<file path="src/sv/lvsd_pkg.sv">
// Shared types and constants for the dirty-aware LRU victim selector.
// Used by every module of the block; depends on nothing.
package lvsd_pkg;

    localparam int WAYS  = 8;
    localparam int AGE_W = $clog2(WAYS);
    localparam int CNT_W = $clog2(WAYS + 1);
    localparam int THR_W = 4;

    localparam logic [THR_W-1:0] CKPT_COUNT_RESET = 4'd9;

    typedef logic [2:0]       way_t;
    typedef logic [AGE_W-1:0] age_t;
    typedef logic [CNT_W-1:0] cnt_t;
    typedef logic [THR_W-1:0] thr_t;
    typedef logic [7:0]       mask_t;

    typedef enum logic
    {
        CMD_REPLACE = 1'b0,
        CMD_TOUCH   = 1'b1
    } cmd_t;

    typedef enum logic [1:0]
    {
        KIND_INVALID = 2'd0,
        KIND_CLEAN   = 2'd1,
        KIND_CKPT    = 2'd2,
        KIND_TOUCH   = 2'd3
    } kind_t;

    typedef struct packed
    {
        cmd_t  cmd;
        way_t  touch_way;
        mask_t valid_mask;
        mask_t modified_mask;
        mask_t upgrading_mask;
    } req_item_t;

    typedef struct packed
    {
        way_t  victim_way;
        kind_t victim_kind;
    } rsp_item_t;

    // Request to make one way most recently used.
    typedef struct packed
    {
        logic en;
        way_t way;
    } upd_t;

endpackage

</file>
<file path="src/sv/lru_victim_select_dirty_aware.sv">
// Top level of the dirty-aware LRU victim selector for one cache set.
// Depends on lvsd_pkg, lvsd_select and lvsd_ages.
//
// Usage:
//   req channel (req_valid, req_stall, req): a replacement request or a
//   touch. The item is taken at an edge with req_valid high and req_stall
//   low, and lands in an input register.
//   rsp channel (rsp_valid, rsp_stall, rsp): one result item per request,
//   in request order, held in a result register until rsp_stall is low.
//   cfg channel (cfg_valid, cfg_ready, cfg_data): writes the checkpoint
//   count; write it only while no request is in flight.
// The result register loads from the input register once it is free, so a
// stalled result delays rsp_valid. One item per cycle is sustained while the
// receiver does not stall: the choice over the eight ways is a single
// combinational pass between the input and result registers, and the ages
// update on the same edge, so the next request sees them at once.
// Reset gives way i the age i and sets the checkpoint count to 9 (never).
// When the receiver stalls, the result holds and one more request can wait
// in the input register; then req_stall rises until the result is taken.
module lru_victim_select_dirty_aware
    import lvsd_pkg::*;
(
    input  logic      clk,
    input  logic      rst_n,
    input  logic      req_valid,
    output logic      req_stall,
    input  req_item_t req,
    output logic      rsp_valid,
    input  logic      rsp_stall,
    output rsp_item_t rsp,
    input  logic      cfg_valid,
    output logic      cfg_ready,
    input  thr_t      cfg_data
);

    req_item_t s1_item_reg;
    logic      s1_valid_reg;
    logic      s1_valid_next;
    rsp_item_t rsp_reg;
    logic      rsp_valid_reg;
    logic      rsp_valid_next;
    thr_t      thr_reg;

    logic      out_free;
    logic      advance;
    logic      req_take;
    rsp_item_t sel_rsp;
    upd_t      sel_upd;
    upd_t      age_upd;
    age_t      ages [WAYS];

    assign out_free  = !rsp_valid_reg || !rsp_stall;
    assign advance   = s1_valid_reg && out_free;
    assign req_stall = s1_valid_reg && !out_free;
    assign req_take  = req_valid && !req_stall;
    assign cfg_ready = 1'b1;

    assign s1_valid_next  = req_take || (s1_valid_reg && !advance);
    assign rsp_valid_next = advance || (rsp_valid_reg && rsp_stall);

    always_ff @(posedge clk or negedge rst_n)
    begin
        if (!rst_n)
        begin
            s1_valid_reg  <= 1'b0;
            rsp_valid_reg <= 1'b0;
            thr_reg       <= CKPT_COUNT_RESET;
        end
        else
        begin
            s1_valid_reg  <= s1_valid_next;
            rsp_valid_reg <= rsp_valid_next;
            if (cfg_valid && cfg_ready)
                thr_reg <= cfg_data;
        end
    end

    always_ff @(posedge clk)
    begin
        if (req_take)
            s1_item_reg <= req;
        if (advance)
            rsp_reg <= sel_rsp;
    end

    lvsd_select u_select
    (
        .item       (s1_item_reg),
        .ages       (ages),
        .ckpt_count (thr_reg),
        .rsp        (sel_rsp),
        .upd        (sel_upd)
    );

    // Ages change only when the request actually moves to the result register.
    assign age_upd = '{en: sel_upd.en && advance, way: sel_upd.way};

    lvsd_ages u_ages
    (
        .clk   (clk),
        .rst_n (rst_n),
        .upd   (age_upd),
        .ages  (ages)
    );

    assign rsp_valid = rsp_valid_reg;
    assign rsp       = rsp_reg;

endmodule

</file>
<file path="src/sv/lvsd_ages.sv">
// Per-way LRU age registers with the make-MRU update.
// Depends on lvsd_pkg.
module lvsd_ages
    import lvsd_pkg::*;
(
    input  logic clk,
    input  logic rst_n,
    input  upd_t upd,
    output age_t ages [WAYS]
);

    age_t age_reg  [WAYS];
    age_t age_next [WAYS];

    always_comb
    begin
        age_t hit_age;
        hit_age = age_reg[upd.way];
        for (int j = 0; j < WAYS; j++)
        begin
            age_next[j] = age_reg[j];
            if (upd.en)
            begin
                if (way_t'(j) == upd.way)
                    age_next[j] = '0;
                else if (age_reg[j] < hit_age)
                    age_next[j] = age_reg[j] + age_t'(1);
            end
        end
    end

    always_ff @(posedge clk or negedge rst_n)
    begin
        if (!rst_n)
        begin
            for (int j = 0; j < WAYS; j++)
                age_reg[j] <= age_t'(j);
        end
        else
        begin
            age_reg <= age_next;
        end
    end

    assign ages = age_reg;

endmodule

</file>
<file path="src/sv/lvsd_select.sv">
// Combinational victim choice for one registered request.
// Depends on lvsd_pkg; reads the current ages and the threshold register.
module lvsd_select
    import lvsd_pkg::*;
(
    input  req_item_t item,
    input  age_t      ages [WAYS],
    input  thr_t      ckpt_count,
    output rsp_item_t rsp,
    output upd_t      upd
);

    logic inv_found;
    way_t inv_way;
    cnt_t nmod;
    age_t best;
    way_t pick;
    logic old_found;
    way_t old_way;

    always_comb
    begin
        inv_found = 1'b0;
        inv_way   = '0;
        nmod      = '0;
        best      = '0;
        pick      = '0;
        old_found = 1'b0;
        old_way   = '0;

        // Scan downward so the lowest-numbered hit wins.
        for (int i = WAYS - 1; i >= 0; i--)
        begin
            if (!item.valid_mask[i])
            begin
                inv_found = 1'b1;
                inv_way   = way_t'(i);
            end
            if (ages[i] == age_t'(WAYS - 1))
            begin
                old_found = 1'b1;
                old_way   = way_t'(i);
            end
        end

        // Strictly greater keeps the lowest index on ties.
        for (int i = 0; i < WAYS; i++)
        begin
            if (item.modified_mask[i])
                nmod = nmod + cnt_t'(1);
            if (!item.modified_mask[i] && !item.upgrading_mask[i] && ages[i] > best)
            begin
                best = ages[i];
                pick = way_t'(i);
            end
        end
    end

    always_comb
    begin
        if (item.cmd == CMD_TOUCH)
        begin
            rsp.victim_way  = item.touch_way;
            rsp.victim_kind = KIND_TOUCH;
            upd.en          = (32'(item.touch_way) < WAYS);
            upd.way         = item.touch_way;
        end
        else if (inv_found)
        begin
            rsp.victim_way  = inv_way;
            rsp.victim_kind = KIND_INVALID;
            upd.en          = 1'b1;
            upd.way         = inv_way;
        end
        else if (32'(nmod) >= 32'(ckpt_count) && old_found)
        begin
            rsp.victim_way  = old_way;
            rsp.victim_kind = KIND_CKPT;
            upd.en          = 1'b0;
            upd.way         = old_way;
        end
        else
        begin
            rsp.victim_way  = pick;
            rsp.victim_kind = KIND_CLEAN;
            upd.en          = 1'b1;
            upd.way         = pick;
        end
    end

endmodule

</file>
<file path="config.mk">
export PLATFORM = sky130hd
export DESIGN_NAME = lru_victim_select_dirty_aware
export DESIGN_NICKNAME = d
export VERILOG_FILES = /design/src/sv/lvsd_pkg.sv /design/src/sv/lru_victim_select_dirty_aware.sv /design/src/sv/lvsd_ages.sv /design/src/sv/lvsd_select.sv
export SDC_FILE = /design/constraint.sdc
export NUM_CORES = 1
export LEC_CHECK = 0
export BUFFER_PORTS_ARGS = -buffer_cell sky130_fd_sc_hd__buf_2
export CORE_UTILIZATION = 57
export CTS_BUF_LIST = sky130_fd_sc_hd__clkbuf_16
export CTS_CLUSTER_SIZE = 40
export DETAILED_ROUTE_END_ITERATION = 6
export HOLD_SLACK_MARGIN = 0.1
export PLACE_DENSITY_LB_ADDON = 0.12
export SLEW_MARGIN = 10
export SYNTH_ARGS = -nofsm -noshare
export SYNTH_HDL_FRONTEND = slang
export SYNTH_HIERARCHICAL = 1
export SYNTH_SLANG_ARGS = --single-unit
</file>
<file path="constraint.sdc">
create_clock -name clk -period 22.1 [get_ports clk]
set_input_delay 2.21 -clock clk [delete_from_list [all_inputs] [get_ports clk]]
set_output_delay 2.21 -clock clk [all_outputs]
set_load 0.02 [all_outputs]
</file>
=== Word-level counts from Yosys, hierarchy flattened ===
Cells that the tools add are included.

* Add/sub/neg operators: 15
* Magnitude comparators: 18
* Equality and inequality tests: 15
* Muxes and demuxes: 79
* Bitwise gates (word level): 1
* Reductions and logical operators: 64

{| class="wikitable"
|+ Operators by type and width
! operator !! count
|-
| 3-bit 2-to-1 mux || 45
|-
| 4-bit 2-to-1 mux || 10
|-
| 3-bit by 1-bit adder with 3-bit output, second input constant || 8
|-
| 4-bit by 1-bit adder with 4-bit output, second input constant || 6
|-
| 3-bit == test, second input constant || 8
|-
| 3-bit less-than comparator || 8
|-
| 1-bit logical AND || 23
|-
| 3-bit greater-than comparator || 7
|-
| 1-bit zero test || 21
|-
| 1-bit 2-to-1 mux || 18
|-
| 2-bit AND reduction || 8
|-
| 2-bit nonzero test || 8
|-
| 5-bit 2-to-1 mux || 3
|-
| 3-bit == test, first input constant || 4
|-
| 3-bit binary-select mux with 3-bit select || 1
|-
| 2-bit by 3-bit == test with 1-bit output, first input constant || 2
|-
| 4-bit greater-or-equal comparator || 1
|-
| 4-bit greater-or-equal comparator, second input constant || 1
|-
| 2-bit 2-to-1 mux || 2
|-
| 3-bit inverter with 4-bit output || 1
|-
| 1-bit by 3-bit == test with 1-bit output, first input constant || 1
|-
| 3-bit by 1-bit greater-than comparator with 1-bit output, second input constant || 1
|-
| 3-bit zero test || 1
|-
| 1-bit logical OR || 3
|-
| 1-bit by 1-bit adder with 2-bit output, second input constant || 1
|}

* Flip-flop bits (word level): 63
* Input bits: 37
* Output and inout port bits: 8
* Word-level logic and storage cells: 210

=== Depth between registers and ports, before layout ===
* Depth in word-level cells: 35
* Gate-level depth with buffers: 52
* Gate-level depth less buffers: 49

=== Cells and area by module ===
The synthesis kept the hierarchy.

{| class="wikitable"
|+ By module, submodules not included
! module !! instances !! cells an instance !! area an instance (µm²) !! sequential area each (µm²)
|-
| lvsd_ages || 1 || 242 || 2125.8 || 615.6
|-
| lvsd_select || 1 || 232 || 1629.1 || 0.0
|-
| lru_victim_select_dirty_aware || 1 || 53 || 1243.7 || 1143.6
|}

=== Least setup slack after synthesis ===
OpenSTA, ideal clock, no wires.

* Kind: reg2reg
* Start point: reg s1_item_reg[8] (netlist bit)
* End point: reg u_ages.age_reg, in the netlist u_ages/ages[5]
* Library setup time: 64 ps
* Arrival time: 11603 ps
* Data required time: 22036 ps
* Setup slack: 10433 ps
* Stages on the path, launching flop included: 51
* Path buffers: 3
* Clock period less this slack: 11667 ps
* Cells stage by stage: edfxtp_1 nor2_1 nand2_1 ha_1 nand3_1 o21ai_1 nor2_4 mux2_2 ha_1 o22a_1 o22ai_2 mux2_4 ha_1 or2_2 maj3_1 o21ai_1 mux2_4 ha_1 (+15 left out) mux2_4 ha_1 and3_1 nor4_1 nor2_1 nor2_1 a2111oi_0 a21oi_1 buf_4 buf_4 clkbuf_1 mux4_2 mux2i_1 ha_1 a21oi_1 nand2_1 or4_1 nand3_1

{| class="wikitable"
|+ RTL lines
! item !! line !! source
|-
| start, declared || lru_victim_select_dirty_aware.sv:36 || <nowiki>req_item_t s1_item_reg;</nowiki>
|-
| start signal, assigned || lru_victim_select_dirty_aware.sv:81 || <nowiki>s1_item_reg <= req;</nowiki>
|-
| end signal, assigned by index || lvsd_ages.sv:37 || <nowiki>age_reg[j] <= age_t'(j);</nowiki>
|-
| end signal, assigned || lvsd_ages.sv:41 || <nowiki>age_reg <= age_next;</nowiki>
|-
| end, declared || lvsd_ages.sv:12 || <nowiki>age_t age_reg [WAYS];</nowiki>
|}

=== Worst setup path in the final report ===
* Start point: reg s1_item_reg[8] (netlist bit)
* End point: reg u_ages.age_reg, in the netlist u_ages/ages[5]

* Longest elaborated chain between the ends: 35
* Elaborated cells on any way between the ends: 61
* Those cells by class: add/sub: 7; order compare: 9; eq/ne: 1; mux: 29; bitwise: 1; reduce/logical: 14

{| class="wikitable"
|+ Ends and longest elaborated chain
! item !! line !! source
|-
| parallel branches: the longest is 25 deep, another holds 4-bit by 1-bit adder with 4-bit output || -- ||
|-
| 4-bit 2-to-1 mux * || lvsd_select.sv:75 || <nowiki>else if (32'(nmod) >= 32'(ckpt_count) && old_found)</nowiki>
|-
| 4-bit 2-to-1 mux * || lvsd_select.sv:68 || <nowiki>else if (inv_found)</nowiki>
|-
| 4-bit 2-to-1 mux * || lvsd_select.sv:61 || <nowiki>if (item.cmd == CMD_TOUCH)</nowiki>
|-
| 3-bit inverter with 4-bit output (not written as such) || lvsd_ages.sv:18 || <nowiki>hit_age = age_reg[upd.way];</nowiki>
|-
| 3-bit binary-select mux with 3-bit select || lvsd_ages.sv:18 ||
|-
| 3-bit 2-to-1 mux (not written as such) (2 in series) || lvsd_ages.sv:18 ||
|-
| 3-bit less-than comparator || lvsd_ages.sv:26 || <nowiki>else if (age_reg[j] < hit_age)</nowiki>
|-
| 2-bit nonzero test (no source line) || -- ||
|-
| 2-bit AND reduction (no source line) || -- ||
|}

Mark *: on every way between the ends. The select of a mux whose other input is x is not followed.
A chain may end at the register's enable or synchronous reset.

==> results_dict.tcl <==
set metrics [dict create \
    status "finished, final reports clean" \
    synth-simple-area-share 0.224 \
    busiest_layer "met2" \
    layout_common_cells "74 x nand2_1, 48 x ha_1, 43 x buf_2" \
    postCtsHoldBufs 0 \
    crit_cells 45 \
    synth-compound-area-share 0.170 \
    p_seq_frac 0.277 \
    cp_slowest_cell "o211ai_1" \
    ant_nets 0 \
    setup_tns_ns 0 \
    syn_area_mm2 0.00500 \
    clk_pin_slew_ns 0.06 \
    cts_buffers 9 \
    async_flop_share 0.476 \
    maxCapViolCount 0 \
    die_area_mm2 0.00915 \
    synth_xor_area_frac 0.0228 \
    synth_top_family_by_area "simple AND/OR/NAND/NOR gates" \
    finalMaxSlewViolations 0 \
    final_util 0.669 \
    core_mm2 0.00834 \
    rsz0062_at_grt "no" \
    max_stage_delay_ns 0.91 \
    synth_nets 612 \
    criticalPathCategory "register to register" \
    drt_first_pass_iters 5 \
    clock.fmax_mhz 75.8 \
    p_int_mw 0.447 \
    ys_seq_area_frac 0.352 \
    clock-root-buffer "clkbuf_16" \
    routedWlPerCell_um 17.2 \
    hold_path_class "register to register" \
    powerDensity_mw_per_mm2 146 \
    crit_fanout 14 \
    cp-start-kind "register" \
    std_cell_rows 33 \
    grt_pass1_wl_mm 19.0 \
    overflow 0 \
    place_congestion 0.834 \
    ctsHtreeMaxLevel 3 \
    whs_path_depth 1 \
    hold_viol_final 0 \
    vdd_drop_max_mv 0.0736 \
    finalSetupViolCount 0 \
    global_route.usage.met3 0.0510 \
    grt_max_degree 31 \
    worst_pin_slew_ns 1.14 \
    worst_ep_arrival_time_ns 13.47 \
    post_cts_buffers 0 \
    io_pins 45 \
    fp.dieH_um 95.6 \
    layout-drive-gt1-share 0.187 \
    dp_hpwl_mm 8.59 \
    ys_ff_latch 63 \
    synth-edff-count 33 \
    slew_headroom 0.236 \
    largest_reg_flops 28 \
    crit_buf_inv 0 \
    skew_ns 0.00649 \
    clockBufferDepth 2 \
    timing.reg2reg.setup_slack_ns 8.91 \
    combPwrFrac 0.563 \
    met2_usage 0.448 \
    switching_share 0.450 \
    synth_top_area_frac 0.198 \
    synth-adder-area-share 0.124 \
    grt_pass1_vias 3983 \
    ys_warn_count 6 \
    synth.area.top_cells "edfxtp_1 20%, ha_1 12%, dfrtp_1 8.0%, dfstp_2 7.4%, nand2_1 5.6%" \
    io_buffer_count 43 \
    antenna_found_initial 0 \
    drc 0 \
    grt.total_usage 0.274 \
    yosys.area.top_type "edfxtp_1" \
    wl_mm 11.8 \
    critPathRequiredTime_ns 22.37 \
    post_cts_resized 0 \
    synthFlopType "edfxtp_1" \
    cts_tree "built" \
    layout_min_cycle_time_ns 13.20 \
    clock-sinks 63 \
    ys_types 76 \
    cp-end-kind "register" \
    netlist_instances 527 \
    initial_core_util 0.599 \
    min_period_over_period 0.597 \
    r2r_cells 45 \
    clock_latency_ns 0.34 \
    switching_power_mw 0.365 \
    cp_top_family "simple AND/OR/NAND/NOR gates" \
    synth_area_per_cell_um2 9.48 \
    p_leak_nw 2.46 \
    syn_to_final_growth_pct 11.6 \
    cp_common_cell "ha_1" \
    final_common_cell "nand2_1" \
    die_w_um 95.6 \
    grtUsageMet1 0.358 \
    vias 4297 \
    nNetsFinal 657 \
    power_frac_clock 0.160 \
    synth_mux_area_frac 0.0693 \
    viasPerCell 6.30 \
    antenna_cells 0 \
    drt_iter0_markers 293 \
]
==> metal layers <==
| layer | up-vias | wire length (µm) |
|---|---|---|
| met2 | 174 | 5520 |
| met4 | 0 | 293 |
| met5 | - | 0 |
| met3 | 27 | 740 |
| met1 | 2027 | 5200 |
| li1 | 2069 | - |
==> path summary, 6_finish.rpt <==
check / from / to
worst max-delay path: s1_item_reg[8] / u_ages/ages[5]
worst min-delay path: thr_reg[2] / thr_reg[2]
min in group asynchronous: rst_n / u_ages/ages[14]
max in group asynchronous: rst_n / rsp_valid
worst max register to register: s1_item_reg[8] / u_ages/ages[5]
worst min register to register: thr_reg[2] / thr_reg[2]
==> cell usage after synthesis, types with 9 or more instances <==
cell      instances
nand3_1          35
nand4_1           9
o21ai_0           9
dfrtp_1          16
nand2b_1         14
inv_1            31
nand2_1          74
and2_1           11
nor2_1           27
ha_1             48
edfxtp_1         33
and3_1           11
dfstp_2          14
o211ai_1         10
a21oi_1          27
==> cell type report <==
type | count | area (µm²)
inverter | 31 | 116
tap | 105 | 131
fill | 662 | 2760
timing repair buffer | 46 | 238
sequential | 63 | 1760
clock buffer | 9 | 225
clock inverter | 7 | 50.0
multi-input combinational | 421 | 3060
==> metrics by stage <==
step / hold slack [ns] / std cells / worst slack [ns] / area (µm²) / power (mW)
floorplan: 0.458 / 527 / 10.43 / 5000 / 0.569
global placement: 0.481 / 666 / 9.60 / 5300 / 0.650
detailed placement: 0.481 / 666 / 9.07 / 5300 / 0.673
CTS: 0.493 / 682 / 9.01 / 5580 / 0.806
global route: 0.519 / 682 / 8.16 / 5580 / 0.886
finish: 0.492 / 682 / 8.91 / 5580 / 0.812
==> worst reg2reg max path: cells and delay by family, from the launching register on <==
kind | cells | cell delay (ns)
AO/OA/AOI/OAI | 9 | 3.00
multiplexers | 8 | 3.28
adder cells (fa/ha/maj) | 10 | 3.06
AND/OR/NAND/NOR | 18 | 3.38
flip-flops | 1 | 0.41
==> cell families (layout without fill, tap and decap cells) <==
logic type	count (synthesis)	after routing
fa+ha+maj	50	50
xor+xnor	13	13
buf+inv	43	93
other cells	1	1
flops	63	63
compound gates	112	112
simple gates	219	219
mux	26	26
==> power by group through the flow <==
stage	clock network (mW)	logic, mW	registers, mW
2_1_floorplan	0	0.367	0.202
3_3_place_gp	0	0.425	0.225
3_5_place_dp	0	0.447	0.226
4_1_cts	0.132	0.450	0.224
5_1_grt	0.138	0.516	0.232
6_report	0.130	0.458	0.225
(Power assumes the default switching activity.)
